**src/sv/vmma_pkg.sv**
```systemverilog
// ---------------------------------------------------------------------------
// vmma_pkg
// Shared widths, constants and codes for the voltmeter min/max/average block.
// ---------------------------------------------------------------------------
package vmma_pkg;

  localparam int ADC_BITS   = 10;
  localparam int COUNT_BITS = 22;
  localparam int SUM_BITS   = COUNT_BITS + ADC_BITS;
  localparam int DSTEP_BITS = $clog2(SUM_BITS);
  localparam int KEY_BITS   = 5;
  localparam int VOLT_BITS  = 4;
  localparam int HUND_BITS  = 7;
  localparam int PROD_BITS  = 2 * ADC_BITS;

  localparam logic [ADC_BITS-1:0]   ADC_MAX       = ADC_BITS'(1023);
  localparam logic [ADC_BITS:0]     ADC_MAX_X2    = (ADC_BITS + 1)'(2046);
  localparam logic [COUNT_BITS-1:0] COUNT_LIMIT   = {COUNT_BITS{1'b1}};
  localparam logic [ADC_BITS-1:0]   FS_RESET      = ADC_BITS'(500);

  // floor(c / 100) = (c * 41) >> 12 for every 10-bit c
  localparam int RECIP_100_MUL   = 41;
  localparam int RECIP_100_SHIFT = 12;
  localparam int CENTI_BITS      = ADC_BITS + 6;
  localparam int CENTI_PER_VOLT  = 100;

  localparam logic [KEY_BITS-1:0] KEY_TRACK = KEY_BITS'(1);
  localparam logic [KEY_BITS-1:0] KEY_HOLD  = KEY_BITS'(2);

  localparam int CFG_ADDR_W = 3;
  localparam int CFG_DATA_W = 32;
  localparam logic [CFG_ADDR_W-3:0] REG_FULL_SCALE = '0;

  // conversion slots
  localparam logic [1:0] CV_NOW = 2'd0;
  localparam logic [1:0] CV_MAX = 2'd1;
  localparam logic [1:0] CV_MIN = 2'd2;
  localparam logic [1:0] CV_AVG = 2'd3;

  // conversion sub-steps
  localparam logic [1:0] PH_MUL   = 2'd0;
  localparam logic [1:0] PH_SCALE = 2'd1;
  localparam logic [1:0] PH_SPLIT = 2'd2;
  localparam logic [1:0] PH_REM   = 2'd3;

endpackage

```
**src/sv/voltmeter_min_max_average.sv**
```systemverilog
// ---------------------------------------------------------------------------
// voltmeter_min_max_average
// Running min/max/average tracker with centivolt conversion of each value.
// A request runs through the 32-step serial divider for the average, 4 x 4
// steps of the shared multiply/scale unit and the result step, then the block
// returns to idle; it takes no new request before that.
// in_stall is high while a request is in work or its result cannot be parked.
// Synchronous active-low reset: tracking mode, empty statistics, 5.00 V scale.
// ---------------------------------------------------------------------------
module voltmeter_min_max_average import vmma_pkg::*; (
  input  logic                  clk,
  input  logic                  rst_n,
  input  logic                  in_valid,
  output logic                  in_stall,
  input  logic [ADC_BITS-1:0]   in_sample,
  input  logic [KEY_BITS-1:0]   in_key_code,
  output logic                  out_valid,
  input  logic                  out_stall,
  output logic                  out_tracking,
  output logic [VOLT_BITS-1:0]  out_now_volts,
  output logic [HUND_BITS-1:0]  out_now_hundredths,
  output logic [VOLT_BITS-1:0]  out_max_volts,
  output logic [HUND_BITS-1:0]  out_max_hundredths,
  output logic [VOLT_BITS-1:0]  out_min_volts,
  output logic [HUND_BITS-1:0]  out_min_hundredths,
  output logic [VOLT_BITS-1:0]  out_avg_volts,
  output logic [HUND_BITS-1:0]  out_avg_hundredths,
  input  logic                  cfg_psel,
  input  logic                  cfg_penable,
  input  logic                  cfg_pwrite,
  input  logic [CFG_ADDR_W-1:0] cfg_paddr,
  input  logic [CFG_DATA_W-1:0] cfg_pwdata,
  output logic [CFG_DATA_W-1:0] cfg_prdata,
  output logic                  cfg_pready
);

  typedef enum logic [1:0] {ST_IDLE, ST_DIV, ST_CONV, ST_DONE} state_t;

  state_t                 state_r;
  logic [ADC_BITS-1:0]    fs_r;
  logic                   mode_r;
  logic [ADC_BITS-1:0]    peak_hi_r;
  logic [ADC_BITS-1:0]    peak_lo_r;
  logic [SUM_BITS-1:0]    sum_r;
  logic [COUNT_BITS-1:0]  count_r;
  logic [ADC_BITS-1:0]    sample_r;
  logic [SUM_BITS-1:0]    quo_r;
  logic [COUNT_BITS-1:0]  rem_r;
  logic [DSTEP_BITS-1:0]  dstep_r;
  logic [1:0]             conv_idx_r;
  logic [1:0]             phase_r;
  logic [PROD_BITS-1:0]   prod_r;
  logic [ADC_BITS-1:0]    centi_r;
  logic [VOLT_BITS-1:0]   volts_r;
  logic [VOLT_BITS-1:0]   volts_a [4];
  logic [HUND_BITS-1:0]   hund_a  [4];

  logic                   out_valid_r;
  logic                   out_tracking_r;
  logic [VOLT_BITS-1:0]   out_now_volts_r, out_max_volts_r, out_min_volts_r, out_avg_volts_r;
  logic [HUND_BITS-1:0]   out_now_hund_r, out_max_hund_r, out_min_hund_r, out_avg_hund_r;

  logic                   accept;
  logic                   cfg_wr;
  logic                   mode_nxt;
  logic [ADC_BITS-1:0]    peak_hi_nxt;
  logic [ADC_BITS-1:0]    peak_lo_nxt;
  logic [SUM_BITS-1:0]    sum_nxt;
  logic [COUNT_BITS-1:0]  count_nxt;
  logic [COUNT_BITS:0]    rem_sh;
  logic [COUNT_BITS:0]    rem_diff;
  logic                   rem_ge;
  logic [ADC_BITS-1:0]    avg_val;
  logic [ADC_BITS-1:0]    operand;
  logic [ADC_BITS:0]      scale_rem;
  logic [1:0]             scale_adj;
  logic [ADC_BITS-1:0]    centi_nxt;
  logic [CENTI_BITS-1:0]  centi_x;
  logic [ADC_BITS:0]      hund_w;
  logic                   out_free;

  assign accept     = in_valid && !in_stall;
  assign in_stall   = (state_r != ST_IDLE);
  assign out_free   = !out_valid_r || !out_stall;
  assign cfg_wr     = cfg_psel && cfg_penable && cfg_pwrite;
  assign cfg_pready = 1'b1;
  assign cfg_prdata = (cfg_paddr[CFG_ADDR_W-1:2] == REG_FULL_SCALE) ?
                      CFG_DATA_W'(fs_r) : '0;

  // mode and statistics update for the incoming request
  always_comb begin
    case (in_key_code)
      KEY_TRACK: mode_nxt = 1'b1;
      KEY_HOLD:  mode_nxt = 1'b0;
      default:   mode_nxt = mode_r;
    endcase
    if (mode_nxt) begin
      peak_hi_nxt = (in_sample > peak_hi_r) ? in_sample : peak_hi_r;
      peak_lo_nxt = (in_sample < peak_lo_r) ? in_sample : peak_lo_r;
      if (count_r < COUNT_LIMIT) begin
        sum_nxt   = sum_r + SUM_BITS'(in_sample);
        count_nxt = count_r + COUNT_BITS'(1);
      end else begin
        sum_nxt   = sum_r;
        count_nxt = count_r;
      end
    end else begin
      peak_hi_nxt = in_sample;
      peak_lo_nxt = in_sample;
      sum_nxt     = SUM_BITS'(in_sample);
      count_nxt   = COUNT_BITS'(1);
    end
  end

  // restoring divider step
  assign rem_sh   = {rem_r, quo_r[SUM_BITS-1]};
  assign rem_diff = rem_sh - {1'b0, count_r};
  assign rem_ge   = !rem_diff[COUNT_BITS];

  always_comb begin
    if (count_r == '0) begin
      avg_val = '0;
    end else if (|quo_r[SUM_BITS-1:ADC_BITS]) begin
      avg_val = ADC_MAX;
    end else begin
      avg_val = quo_r[ADC_BITS-1:0];
    end
  end

  always_comb begin
    case (conv_idx_r)
      CV_NOW:  operand = sample_r;
      CV_MAX:  operand = peak_hi_r;
      CV_MIN:  operand = peak_lo_r;
      default: operand = avg_val;
    endcase
  end

  // floor(prod / 1023) from prod >> 10 plus a small correction
  always_comb begin
    scale_rem = {1'b0, prod_r[ADC_BITS-1:0]} + {1'b0, prod_r[PROD_BITS-1:ADC_BITS]};
    if (scale_rem >= ADC_MAX_X2) begin
      scale_adj = 2'd2;
    end else if (scale_rem >= {1'b0, ADC_MAX}) begin
      scale_adj = 2'd1;
    end else begin
      scale_adj = 2'd0;
    end
    centi_nxt = prod_r[PROD_BITS-1:ADC_BITS] + ADC_BITS'(scale_adj);
  end

  assign centi_x = CENTI_BITS'(centi_r) * CENTI_BITS'(RECIP_100_MUL);
  assign hund_w  = {1'b0, centi_r} - (ADC_BITS + 1)'(volts_r) * (ADC_BITS + 1)'(CENTI_PER_VOLT);

  always_ff @(posedge clk) begin
    if (!rst_n) begin
      state_r     <= ST_IDLE;
      fs_r        <= FS_RESET;
      mode_r      <= 1'b1;
      peak_hi_r   <= '0;
      peak_lo_r   <= ADC_MAX;
      sum_r       <= '0;
      count_r     <= '0;
      out_valid_r <= 1'b0;
      dstep_r     <= '0;
      conv_idx_r  <= CV_NOW;
      phase_r     <= PH_MUL;
    end else begin
      if (cfg_wr && cfg_paddr[CFG_ADDR_W-1:2] == REG_FULL_SCALE) begin
        fs_r <= cfg_pwdata[ADC_BITS-1:0];
      end
      if (out_valid_r && !out_stall && state_r != ST_DONE) begin
        out_valid_r <= 1'b0;
      end
      case (state_r)
        ST_IDLE: begin
          if (accept) begin
            mode_r    <= mode_nxt;
            peak_hi_r <= peak_hi_nxt;
            peak_lo_r <= peak_lo_nxt;
            sum_r     <= sum_nxt;
            count_r   <= count_nxt;
            sample_r  <= in_sample;
            quo_r     <= sum_nxt;
            rem_r     <= '0;
            dstep_r   <= '0;
            state_r   <= ST_DIV;
          end
        end
        ST_DIV: begin
          quo_r   <= {quo_r[SUM_BITS-2:0], rem_ge};
          rem_r   <= rem_ge ? rem_diff[COUNT_BITS-1:0] : rem_sh[COUNT_BITS-1:0];
          dstep_r <= dstep_r + DSTEP_BITS'(1);
          if (dstep_r == DSTEP_BITS'(SUM_BITS - 1)) begin
            conv_idx_r <= CV_NOW;
            phase_r    <= PH_MUL;
            state_r    <= ST_CONV;
          end
        end
        ST_CONV: begin
          case (phase_r)
            PH_MUL:   prod_r  <= PROD_BITS'(operand) * PROD_BITS'(fs_r);
            PH_SCALE: centi_r <= centi_nxt;
            PH_SPLIT: volts_r <= centi_x[CENTI_BITS-1:RECIP_100_SHIFT];
            default: begin
              volts_a[conv_idx_r] <= volts_r;
              hund_a[conv_idx_r]  <= hund_w[HUND_BITS-1:0];
              conv_idx_r          <= conv_idx_r + 2'd1;
              if (conv_idx_r == CV_AVG) begin
                state_r <= ST_DONE;
              end
            end
          endcase
          phase_r <= phase_r + 2'd1;
        end
        ST_DONE: begin
          if (out_free) begin
            out_valid_r     <= 1'b1;
            out_tracking_r  <= mode_r;
            out_now_volts_r <= volts_a[CV_NOW];
            out_now_hund_r  <= hund_a[CV_NOW];
            out_max_volts_r <= mode_r ? volts_a[CV_MAX] : '0;
            out_max_hund_r  <= mode_r ? hund_a[CV_MAX]  : '0;
            out_min_volts_r <= mode_r ? volts_a[CV_MIN] : '0;
            out_min_hund_r  <= mode_r ? hund_a[CV_MIN]  : '0;
            out_avg_volts_r <= mode_r ? volts_a[CV_AVG] : '0;
            out_avg_hund_r  <= mode_r ? hund_a[CV_AVG]  : '0;
            state_r         <= ST_IDLE;
          end
        end
        default: state_r <= ST_IDLE;
      endcase
    end
  end

  assign out_valid          = out_valid_r;
  assign out_tracking       = out_tracking_r;
  assign out_now_volts      = out_now_volts_r;
  assign out_now_hundredths = out_now_hund_r;
  assign out_max_volts      = out_max_volts_r;
  assign out_max_hundredths = out_max_hund_r;
  assign out_min_volts      = out_min_volts_r;
  assign out_min_hundredths = out_min_hund_r;
  assign out_avg_volts      = out_avg_volts_r;
  assign out_avg_hundredths = out_avg_hund_r;

endmodule

```
**config.mk**
```make
export PLATFORM = sky130hd
export DESIGN_NAME = voltmeter_min_max_average
export DESIGN_NICKNAME = d
export VERILOG_FILES = /design/src/sv/vmma_pkg.sv /design/src/sv/voltmeter_min_max_average.sv
export SDC_FILE = /design/constraint.sdc
export NUM_CORES = 1
export LEC_CHECK = 0
export ABC_AREA = 1
export ABC_CLOCK_PERIOD_IN_PS = 11350
export BUFFER_PORTS_ARGS = -buffer_cell sky130_fd_sc_hd__buf_4
export CORE_AREA = 5 5 213 215
export DETAILED_ROUTE_END_ITERATION = 16
export DIE_AREA = 0 0 218 220
export GPL_TIMING_DRIVEN = 1
export SYNTH_ARGS = -nofsm -noshare
export SYNTH_HDL_FRONTEND = slang
export SYNTH_SLANG_ARGS = --single-unit
```
**constraint.sdc**
```tcl
create_clock -name clk -period 11.35 [get_ports clk]
set_input_delay 1.135 -clock clk [delete_from_list [all_inputs] [get_ports clk]]
set_output_delay 1.135 -clock clk [all_outputs]
set_load 0.01 [all_outputs]
```
## Word-level counts from Yosys, hierarchy flattened

Memory sizes are Yosys's and may differ from the RTL's. A register that Yosys moved wholly into a read port is not among the register bits.
Index checks and enable logic that the tools add are counted.

- $add $sub $neg: 9
- $mul: 3
- Magnitude comparators: 5
- Equal/unequal tests: 20
- Muxes and demuxes: 39
- Bitwise logic cells: 1
- Reduce and logical (&&, ||, !) cells: 40

Operators with widths:

| operator | count |
|---|---|
| $mux 32 | 3 |
| $mux 22 | 4 |
| $mux 10 | 7 |
| $pmux 32 s2 | 1 |
| $pmux 22 s2 | 1 |
| $add 32x10->32 | 1 |
| $pmux 10 s3 | 1 |
| $reduce_and 3->1 | 10 |
| $sub 23x22->23 | 1 |
| $add 22x1->22 const B | 1 |
| $logic_not 22->1 | 1 |
| $lt 22x22->1 const B | 1 |
| $reduce_or 22->1 | 1 |
| $mul 10x10->20 | 1 |
| $mul 10x6->16 const B | 1 |
| $mux 2 | 8 |
| $ne 2x2->1 const B | 6 |
| $add 10x10->11 | 1 |
| $ge 11x10->1 const B | 1 |
| $ge 11x11->1 const B | 1 |
| $add 10x2->10 | 1 |
| $eq 2x2->1 const B | 5 |
| $gt 10x10->1 | 1 |
| $logic_not 1->1 | 10 |
| 24 further kinds | 48 |

- Register bits after elaboration: 196
- Bits in writable memories: 44
- Bits of input ports: 57
- Output and inout bits: 80
- Word-level logic and storage cells: 137
- Memories: 2

Memories:

| name | words | width | rd ports | clocked after Yosys merged registers in | wr ports | line | RTL |
|---|---|---|---|---|---|---|---|
| hund_a | 4 | 7 | 4 | 4 | 1 | voltmeter_min_max_average.sv:56 | `logic [HUND_BITS-1:0] hund_a [4];` |
| volts_a | 4 | 4 | 4 | 4 | 1 | voltmeter_min_max_average.sv:55 | `logic [VOLT_BITS-1:0] volts_a [4];` |

## Logic depth before layout (Yosys ltp)

Gate-level depths: netlist of the first run.

- Depth in word-level cells: 6
- Gate-level depth with buffers: 30
- Mapped depth without buffers: 30

## Worst setup path before layout of the first run

Ideal clock, no wire load.

- Path kind: reg2reg
- From: register quo_r[20]
- To: register prod_r[14] (data pin)
- Setup time: 0.254 ns
- Arrival time: 5.244 ns
- Path slack: 5.853 ns
- Stages on the path, launching flop included: 24
- Path buffers: 0
- Cell sequence: edfxtp_1 -> nor4_1 -> nand2_1 -> nor2_1 -> nand2_2 -> o21ai_1 -> nand2_1 -> nand2_1 -> fa_1 -> fa_1 -> inv_1 -> fa_1 -> fa_1 -> inv_1 -> fa_1 -> inv_1 -> ha_1 -> nand2_1 -> o21ai_0 -> nand3_1 -> nand2_1 -> nand3_1 -> inv_1 -> nor2_1

- Longest elaborated chain between the ends: 5

RTL lines:

| element | line | RTL |
|---|---|---|
| from (decl) | voltmeter_min_max_average.sv:47 | `logic [SUM_BITS-1:0] quo_r;` |
| from (signal assigned) | voltmeter_min_max_average.sv:184 | `quo_r <= sum_nxt;` |
| from (signal assigned) | voltmeter_min_max_average.sv:191 | `quo_r <= {quo_r[SUM_BITS-2:0], rem_ge};` |
| $reduce_or 22->1 | voltmeter_min_max_average.sv:123 | `end else if (\|quo_r[SUM_BITS-1:ADC_BITS]) begin` |
| $mux 10 | voltmeter_min_max_average.sv:123 |  |
| $mux 10 | voltmeter_min_max_average.sv:121 | `if (count_r == '0) begin` |
| $pmux 10 s3 | voltmeter_min_max_average.sv:131 | `case (conv_idx_r)` |
| $mul 10x10->20 | voltmeter_min_max_average.sv:202 | `PH_MUL: prod_r <= PROD_BITS'(operand) * PROD_BITS'(fs_r);` |
| to (signal assigned) | voltmeter_min_max_average.sv:202 |  |
| to (decl) | voltmeter_min_max_average.sv:52 | `logic [PROD_BITS-1:0] prod_r;` |

Every way passes these cells.
A chain may end at the register's enable or synchronous reset.

## Worst setup path after layout of the first run

- From: register count_r[1]
- To: register prod_r[14] (data pin)

- Longest elaborated chain between the ends: 4

RTL lines:

| element | line | RTL |
|---|---|---|
| from (decl) | voltmeter_min_max_average.sv:45 | `logic [COUNT_BITS-1:0] count_r;` |
| from (signal assigned) | voltmeter_min_max_average.sv:182 | `count_r <= count_nxt;` |
| $logic_not 22->1 | voltmeter_min_max_average.sv:121 |  |
| $mux 10 | voltmeter_min_max_average.sv:121 |  |
| $pmux 10 s3 | voltmeter_min_max_average.sv:131 |  |
| $mul 10x10->20 | voltmeter_min_max_average.sv:202 |  |

Every way passes these cells.

==> impl_metrics.toml, run 1 <==
[clock_tree]
cts_hold_buf = 0
cts_num_sinks = 284
cts_buffer_depth = 3
htreeDepth = 2
cts_made_buffers = 35
clk_pin_slew_ns = 0.06
post_cts_buffers = 0
clockRootBuffer = "clkbuf_16"
cts_resized = 0
cts_tree = "yes"
clk_latency_ns = 0.55

[route]
ant_nets = 0
drc = 0
routed_via_density = 5.210
vias = 16510
drt_wl_total_mm = 49.57
drt_iter0_drc = 1230
wl_per_cell_um = 15.64
first_pass_iters = 5

[floorplan]
dieArea_mm2 = 0.04796
start_util = 0.4602
fp.dieW_um = 218
io_pins = 137
num_rows = 77
core-area_mm2 = 0.04355
dieHeight_um = 220

[worst_hold_path]
hp-class = "reg2reg"

[final_layout]
drive_gt1_frac = 0.07489
num-fill-cells = 4230
final-seq-area_mm2 = 0.007557
utilization = 0.5129
syn_to_final_growth_pct = 11.45
multiInputGateArea_mm2 = 0.01070
fin_nets = 2851
diodes = 0

[global_routing]
grt-ovfl-total = 0
grt_first_pass_wirelength_mm = 80.75
grt_usage = 0.2056
grt_max_degree = 78
grt_pass1_vias = 15850
antenna_found_initial = 0

[critical_path]
worstPathRequired_ns = 11.65
slowest_delay_ns = 0.56
worstPathArrival_ns = 6.83
path_class = "reg2reg"
critPathSlowestCell = "fa_1"
critPathBufInv = 6
crit_family = "adder cells"
worstSetupStartpointType = "register"
cp-end-kind = "register"
critPathMaxFanout = 10

[timing]
slew_viol_final = 0
tightest_slew_ns = 1.102
hold_viol_final = 0
setup_viol = 0
setup_tns_ns = 0
rsz0062_at_grt = "false"
fin_skew_ns = 0.03307
period_minus_slack_ns = 6.528
slew_headroom = 0.2629
period_share = 0.5751
fmax_mhz = 153.2

[logic_synthesis]
ys_types = 48
ys_seq_area_frac = 0.3771
ys_async_sr_fraction = 0
synth.avg_cell_area_um2 = 8.094
ys_warn_count = 0
synth_edf_count = 187
synth_area_mm2 = 0.02004
synth_ff_type = "edfxtp_1"
postSynthCellCount = 2476
ys_ff_latch = 284

[placed_design]
port_buffers = 89
gp_congestion = 0.9045
post-dp-hpwl_mm = 37.04

[pwr]
peakVddDrop_uv = 518.7
power_density_mw_per_mm2 = 311.6
p_leak_nw = 10.33

[job]
maxCapViolCount = 0

[run_status]
status = "complete, no violations"
==> power by group <==
part           internal, mW  total (mW)  switching, mW
Sequential             1.48        1.60          0.122
Combinational          1.57        4.24           2.67
Clock                 0.671        1.11          0.444
Total                  3.72        6.96           3.24
==> through the flow <==
| stage | total power, mW | worst slack (ns) | instance area [um^2] | instances | hold slack (ns) |
|---|---|---|---|---|---|
| after global routing | 7.736 | 4.406 | 22340 | 3169 | 0.4293 |
| after floorplan | 4.903 | 5.853 | 20120 | 2497 | 0.4003 |
| after detailed placement | 5.811 | 4.809 | 21180 | 3106 | 0.4045 |
| after CTS | 6.994 | 4.781 | 22340 | 3169 | 0.4239 |
| final | 6.959 | 4.822 | 22340 | 3169 | 0.4210 |
| after global placement | 5.780 | 4.847 | 21180 | 3106 | 0.4005 |
==> worst register-to-register path: cells and delay by family, from the launching register on <==
kind            cells  cell delay [ns]
compound gates      2             0.79
simple gates       11             1.49
fa+ha+maj           7             3.16
flops               1             0.36
buf+inv             6             0.47
==> cells in the mapped netlist, types with 10 or more instances <==
| master | number | area, um^2 |
|---|---|---|
| ha_1 | 172 | 2152 |
| o21ai_1 | 27 | 135.1 |
| clkbuf_1 | 41 | 153.9 |
| edfxtp_1 | 187 | 5615 |
| o221ai_1 | 10 | 87.58 |
| nand4_1 | 54 | 337.8 |
| buf_4 | 25 | 187.7 |
| nor3_1 | 30 | 150.1 |
| nor2_1 | 188 | 705.7 |
| nand3_1 | 161 | 805.8 |
| o21ai_0 | 83 | 415.4 |
| fa_1 | 71 | 1421 |
| xnor2_1 | 15 | 131.4 |
| o211ai_1 | 14 | 105.1 |
| dfxtp_1 | 97 | 1942 |
| inv_1 | 371 | 1393 |
| nand2_1 | 574 | 2155 |
| nand2_2 | 10 | 62.56 |
| xor2_1 | 40 | 350.3 |
| a21oi_1 | 203 | 1016 |
==> sequential cells by signal, indices dropped and copies added, names as in the netlist, 4 cells and up <==
name	flops
centi_r	10
count_r	22
dstep_r	5
fs_r	10
hund_a	28
out_avg_hundredths	7
out_avg_volts	4
out_max_hundredths	7
out_max_volts	4
out_min_hundredths	7
out_min_volts	4
out_now_hundredths	7
out_now_volts	4
peak_hi_r	10
peak_lo_r	10
prod_r	20
quo_r	32
rem_r	22
sample_r	10
sum_r	32
volts_a	16
volts_r	4
==> path summary, 6_finish.rpt <==
path | slack, ns | depth (start not counted) | startpoint | end
min | 0.42 | 0 | volts_a[0][2] | out_now_volts[2]
max | 4.82 | 26 | count_r[1] | prod_r[14]
min reg2reg | 0.42 | 0 | volts_a[0][2] | out_now_volts[2]
max reg2reg | 4.82 | 26 | count_r[1] | prod_r[14]
==> cells by family (layout without fill, tap and decap cells) <==
kind of cell / after synthesis / in the layout / synth area share
AND/OR/NAND/NOR: 1053 / 1053 / 0.2253
buffers and inverters: 466 / 546 / 0.09378
AO/OA/AOI/OAI: 373 / 373 / 0.1011
flip-flops: 284 / 284 / 0.3771
adder cells (fa/ha/maj): 243 / 243 / 0.1783
XOR/XNOR: 55 / 55 / 0.02404
other: 2 / 23 / 0.0003747
==> metal layers <==
metal / track usage / up-vias / part of all wire
met5: 0 / - / 0
met4: 0.05254 / 0 / 0.022
met3: 0.03187 / 86 / 0.051
met2: 0.3365 / 421 / 0.46
met1: 0.2874 / 7707 / 0.47
li1: - / 8295 / -
==> layout make-up <==
class	count	area share
clock buffers	44	0.04302
multi-input cells	1747	0.4790
well taps	592	0.03316
clock inverters	19	0.008515
inverters	383	0.06437
repair buffers	100	0.03361
flip-flops and latches	284	0.3384
==> placed cells by master (no fill, tap or decap), drive strengths merged <==
cell type  count
conb          23
and2           3
bufinv         3
and3           3
edfxtp       187
xnor2         15
nand4         54
nor3b          2
nand3b         5
a31oi          9
o2111ai        3
nor2         197
a21boi         2
nand3        164
nor3          33
o211ai        14
a21o           5
o21bai         7
xor2          40
clkinvlp       2
nor4           7
dfxtp         97
o22ai          1
clkinv        20
o21ai        111
o221ai        10
clkbuf        44
buf          100
a21oi        205
inv          377
nand2        585
ha           172
a211oi         4
a211o          1
o21a           1
fa            71
Power figures use the tool's default switching activity.
==> inputs of run 2 (changes only) <==
Settings changed: ABC_CLOCK_PERIOD_IN_PS 11350 to 5800, PLACE_DENSITY from default to 0.66.
Clock period 11.35 ns to 5.8 ns, I/O delays scaled along.
==> run 2 against run 1 <==
  * Clock power rose by 97%
  * Sequential cell count did not move
  * Clock-buffer cell count did not move
  * Critical path type unchanged
  * Largest cell class unchanged
  * Non-clock buffer count rose by 96
  * Cell count rose by 3.0%
  * Worst setup slack got worse by 4.7 ns
  * Fmax rose by 16%
  * Worst hold slack got worse by 0.16 ns
  * Critical path depth rose by 1
  * Wire length rose by 2.1%
  * Critical endpoint is now prod_r[17]
  * Sequential share of layout area fell by 1.5 points
==> impl_metrics.toml, run 2 (synthesis gave the netlist of run 1 again) <==
[run_status]
status = "complete, no violations"

[final_layout]
final_common_cell = "nand2_1"
syn_to_final_growth_pct = 16.74
fin_nets = 2947
reg_top3 = "quo_r x32, sum_r x32, hund_a x28"
fin_cells = 3264
drive_gt1_frac = 0.1302
diodes = 0
layout_common_cells = "nand2_1, inv_1, a21oi_1"
fin_area_mm2 = 0.02340

[route]
ant_nets = 0
wl_met1_mm = 22.71
drt_iter0_drc = 1055
vias = 17080
routed_via_density = 5.232
maxUsedRoutingLayer = "met5"
met3_length_mm = 2.966
wl_per_cell_um = 15.51
first_pass_iters = 5
wl_met2_mm = 23.67
drt_wl_total_mm = 50.63
drc = 0

[global_routing]
grt_first_pass_wirelength_mm = 82.42
grt_max_degree = 77
grt_pass1_vias = 16750
antenna_found_initial = 1
grt-ovfl-total = 0
grt_usage = 0.2089

[job]
maxCapViolCount = 0

[pwr]
p_seq_frac = 0.200
swShare = 0.4442
intPower_mw = 8.722
power_density_mw_per_mm2 = 670.7
p_leak_nw = 10.82
peakVddDrop_uv = 979.7
power_frac_clock = 0.139
comb_power_share = 0.660
switching_power_mw = 6.971

[placed_design]
port_buffers = 89
post-dp-hpwl_mm = 38.30
gp_congestion = 0.9092
placed_cells = 3191
place_area_mm2 = 0.02182

[timing]
fin_skew_ns = 0.01838
slew_viol_final = 0
setup_viol = 0
tightest_slew_ns = 1.311
period_share = 0.9719
slew_headroom = 0.1228
fmax_mhz = 177.4
period_minus_slack_ns = 5.637
hold_viol_final = 0

[critical_path]
worstSetupStartpointType = "register"
worstPathRequired_ns = 6.08
worstPathArrival_ns = 5.92
regToRegStartpoint = "count_r[0]"
cp-end-kind = "register"
path_class = "reg2reg"
cp-startpoint = "count_r[0]"
critPathMaxFanout = 5

[clock_tree]
cts_num_sinks = 284
clk_latency_ns = 0.55
cts_buffer_depth = 3
cts_hold_buf = 0
cts_made_buffers = 34
htreeDepth = 2
clockRootBuffer = "clkbuf_16"
clk_pin_slew_ns = 0.06
cts_tree = "yes"

[floorplan]
dieHeight_um = 220
start_util = 0.4602
num_rows = 77
fp.dieW_um = 218
io_pins = 137
dieArea_mm2 = 0.04796
core-area_mm2 = 0.04355

[worst_hold_path]
hp-class = "in2reg"
worstHoldStart = "cfg_pwdata[7]"
-- run 2: area by class of cell --
class                   instances  area [um^2]
multi-input cells            1747        10990
clock inverters                17        254.0
fillers                      4145        20150
inverters                     383         1448
well taps                     592        740.7
repair buffers                196         1504
flip-flops and latches        284         7557
clock buffers                  44        898.4
repair inverters                1        7.507
-- run 2: power groups by stage --
stage / combinational (mW) / sequential (mW) / clock, mW
after floorplan: 6.50 / 3.10 / 0
after global routing: 11.8 / 3.18 / 2.32
final: 10.4 / 3.14 / 2.19
after global placement: 9.11 / 3.16 / 0
after detailed placement: 9.31 / 3.17 / 0
after CTS: 9.39 / 3.13 / 2.24
-- run 2: worst paths after layout --
path	to	slack [ns]	depth (start not counted)
worst min register to register	out_now_hundredths[4]	0.42	0
worst max register to register	prod_r[17]	0.16	27
worst max-delay path	prod_r[17]	0.16	27
worst min-delay path	fs_r[7]	0.26	3
-- run 2: per-stage QoR --
stage	util	power (mW)	worst slack, ns	TNS (ns)	hold slack, ns
final	0.5373	15.69	0.1631	0	0.2564
after global routing	0.5373	17.33	-0.06170	-0.07474	0.2637
after CTS	0.5284	14.76	0.005288	0	0.2337
after detailed placement	0.5011	12.48	-0.08520	-0.2064	0.4045
after global placement	0.5011	12.27	0.01285	0	0.4028
after floorplan	-	9.594	0.3028	0	0.4003
-- run 2: routing by layer --
layer  up-vias  GRT usage
li1       8487          -
met5         -          0
met4         2    0.06489
met2       450     0.3530
met1      8061     0.2796
met3        78    0.02981
-- run 2: worst max-delay path: stages, from the launching register on --
cell,delay [ns]
dfxtp_1,0.31
inv_1,0.07
ha_2,0.18
nand3_1,0.07
nor2_1,0.09
nand4_1,0.18
nand2_2,0.21
clkinvlp_4,0.23
o21ai_4,0.14
buf_6,0.14
a21oi_2,0.06
fa_2,0.38
fa_1,0.49
inv_1,0.05
fa_1,0.47
inv_1,0.05
fa_1,0.52
inv_2,0.04
fa_1,0.53
inv_1,0.06
ha_4,0.29
nand2_1,0.11
nor2_1,0.16
nand3_1,0.12
nand3_1,0.14
nand2_1,0.07
o211ai_1,0.10
xor2_1,0.09
-- run 2: repair_timing --
item / in CTS / in global routing
endpoints found under the setup margin: 6 / 11
resized for setup: 10 / 65
endpoints found under the hold margin: 0 / 0
pin swaps: 2 / 35
gates cloned: 1 / 0
setup buffers: 1 / 10
==> inputs of run 3 (changes only) <==
Settings changed: CORE_AREA 5 5 213 215 to 2 2 210 212, DIE_AREA 0 0 218 220 to 0 0 212 214, GPL_ROUTABILITY_DRIVEN from default to 0.
==> run 3 against run 2 <==
  * Register-to-register slack hardly changed
  * Clock-buffer cell count stayed put
  * Sequential cell count stayed put
  * Wire length is 2.1% lower
  * Critical path type unchanged
  * Critical endpoint is now prod_r[19]
  * Largest cell class unchanged
==> impl_metrics.toml, run 3 (synthesis gave the netlist of run 1 again) <==
[route]
drt_iter0_drc = 1138
met3_length_mm = 2.922
routed_via_density = 5.251
wl_met2_mm = 23.00
maxUsedRoutingLayer = "met4"
vias = 17070
wl_met1_mm = 22.31
wl_per_cell_um = 15.25
drt_wl_total_mm = 49.59
drc = 0
ant_nets = 0
first_pass_iters = 5

[critical_path]
path_class = "reg2reg"
critPathSlowestCell = "fa_1"
worstPathRequired_ns = 6.10
worstSetupStartpointType = "register"
worstPathArrival_ns = 5.93
cp-end-kind = "register"
critPathMaxFanout = 5
critPathBufInv = 7
cp-startpoint = "count_r[16]"
slowest_delay_ns = 0.56
regToRegStartpoint = "count_r[16]"
crit_family = "adder cells"

[pwr]
peakVddDrop_uv = 894.6
power.total_mw = 14.92
p_leak_nw = 10.74
power_density_mw_per_mm2 = 641.3

[global_routing]
antenna_found_initial = 0
grt_first_pass_wirelength_mm = 81.87
grt-ovfl-total = 0
grt_usage = 0.2214
grt_pass1_vias = 16910
grt_max_degree = 77

[floorplan]
num_rows = 76
dieArea_mm2 = 0.04537
fp.dieW_um = 212
io_pins = 137
start_util = 0.4673
dieHeight_um = 214
core-area_mm2 = 0.04289

[worst_hold_path]
hp-class = "in2reg"
worstHoldStart = "cfg_pwdata[7]"

[timing]
tightest_slew_ns = 1.281
rsz0062_at_grt = "true"
setup_viol = 0
slew_viol_final = 0
fin_skew_ns = 0.03066
period_share = 0.9703
hold_viol_final = 0
slew_headroom = 0.1425
fmax_mhz = 177.7
period_minus_slack_ns = 5.628

[clock_tree]
cts_tree = "yes"
cts_num_sinks = 284
clk_latency_ns = 0.56
clockRootBuffer = "clkbuf_16"
htreeDepth = 2
cts_made_buffers = 34
cts_buffer_depth = 3
clk_pin_slew_ns = 0.06

[job]
maxCapViolCount = 0

[placed_design]
placed_cells = 3177
port_buffers = 89
post-dp-hpwl_mm = 36.89

[final_layout]
diodes = 0
drive_gt1_frac = 0.1264
fin_nets = 2940
reg_top3 = "quo_r x32, sum_r x32, hund_a x28"
syn_to_final_growth_pct = 16.06
final_common_cell = "nand2_1"
layout_common_cells = "nand2_1, inv_1, a21oi_1"
fin_cells = 3251

[run_status]
status = "complete, no violations"
[run 3: final cells by class]
cell class	instances	area, um^2
inverters	383	1448
clock inverters	18	165.2
repair buffers	189	1459
multi-input cells	1747	10980
clock buffers	44	909.6
well taps	585	732.0
repair inverters	1	7.507
fillers	3922	19630
flip-flops and latches	284	7561
[run 3: tightest hold or removal path, stage by stage]
cell and delay (ns):
buf_4 0.08, nand2_1 0.04, o211ai_1 0.07
[run 3: per-stage QoR]
step / setup TNS, ns / cell area (um^2) / setup WS [ns] / util / hold slack, ns
CTS: 0 / 22930 / 0.01964 / 0.5348 / 0.2180
global route: -0.2234 / 23260 / -0.07306 / 0.5423 / 0.2445
detailed placement: -0.3907 / 21770 / -0.08925 / 0.5077 / 0.4045
global placement: -0.09378 / 21770 / -0.02917 / 0.5077 / 0.4012
finish: 0 / 23260 / 0.1720 / 0.5423 / 0.2371
floorplan: 0 / 20120 / 0.3028 / - / 0.4003
[run 3: repair_timing]
item / in CTS / in global routing
endpoints found under the hold margin: 0 / 0
gates cloned: 1 / 0
setup buffers: 3 / 8
hold buffers: 0 / 0
endpoints found under the setup margin: 7 / 11
gates resized for setup: 12 / 66
pin swaps: 4 / 28
[run 3: worst paths after layout]
kind | to | slack, ns | depth (start not counted)
max | prod_r[19] | 0.17 | 27
min | fs_r[7] | 0.24 | 3
max reg2reg | prod_r[19] | 0.17 | 27
min reg2reg | out_now_hundredths[5] | 0.42 | 0
[run 3: power by group]
part / total [mW] / switching, mW / leakage [nW] / internal, mW
logic: 9.69 / 5.61 / 7.71 / 4.08
clock network: 2.08 / 0.875 / 0.518 / 1.21
registers: 3.14 / 0.245 / 2.51 / 2.90
total: 14.9 / 6.73 / 10.7 / 8.18
[run 3: metal layers]
metal  vias to the layer above  GRT usage
li1                       8467          -
met3                        99    0.03665
met5                         -          0
met4                         0    0.07629
met1                      7965     0.2958
met2                       539     0.3632
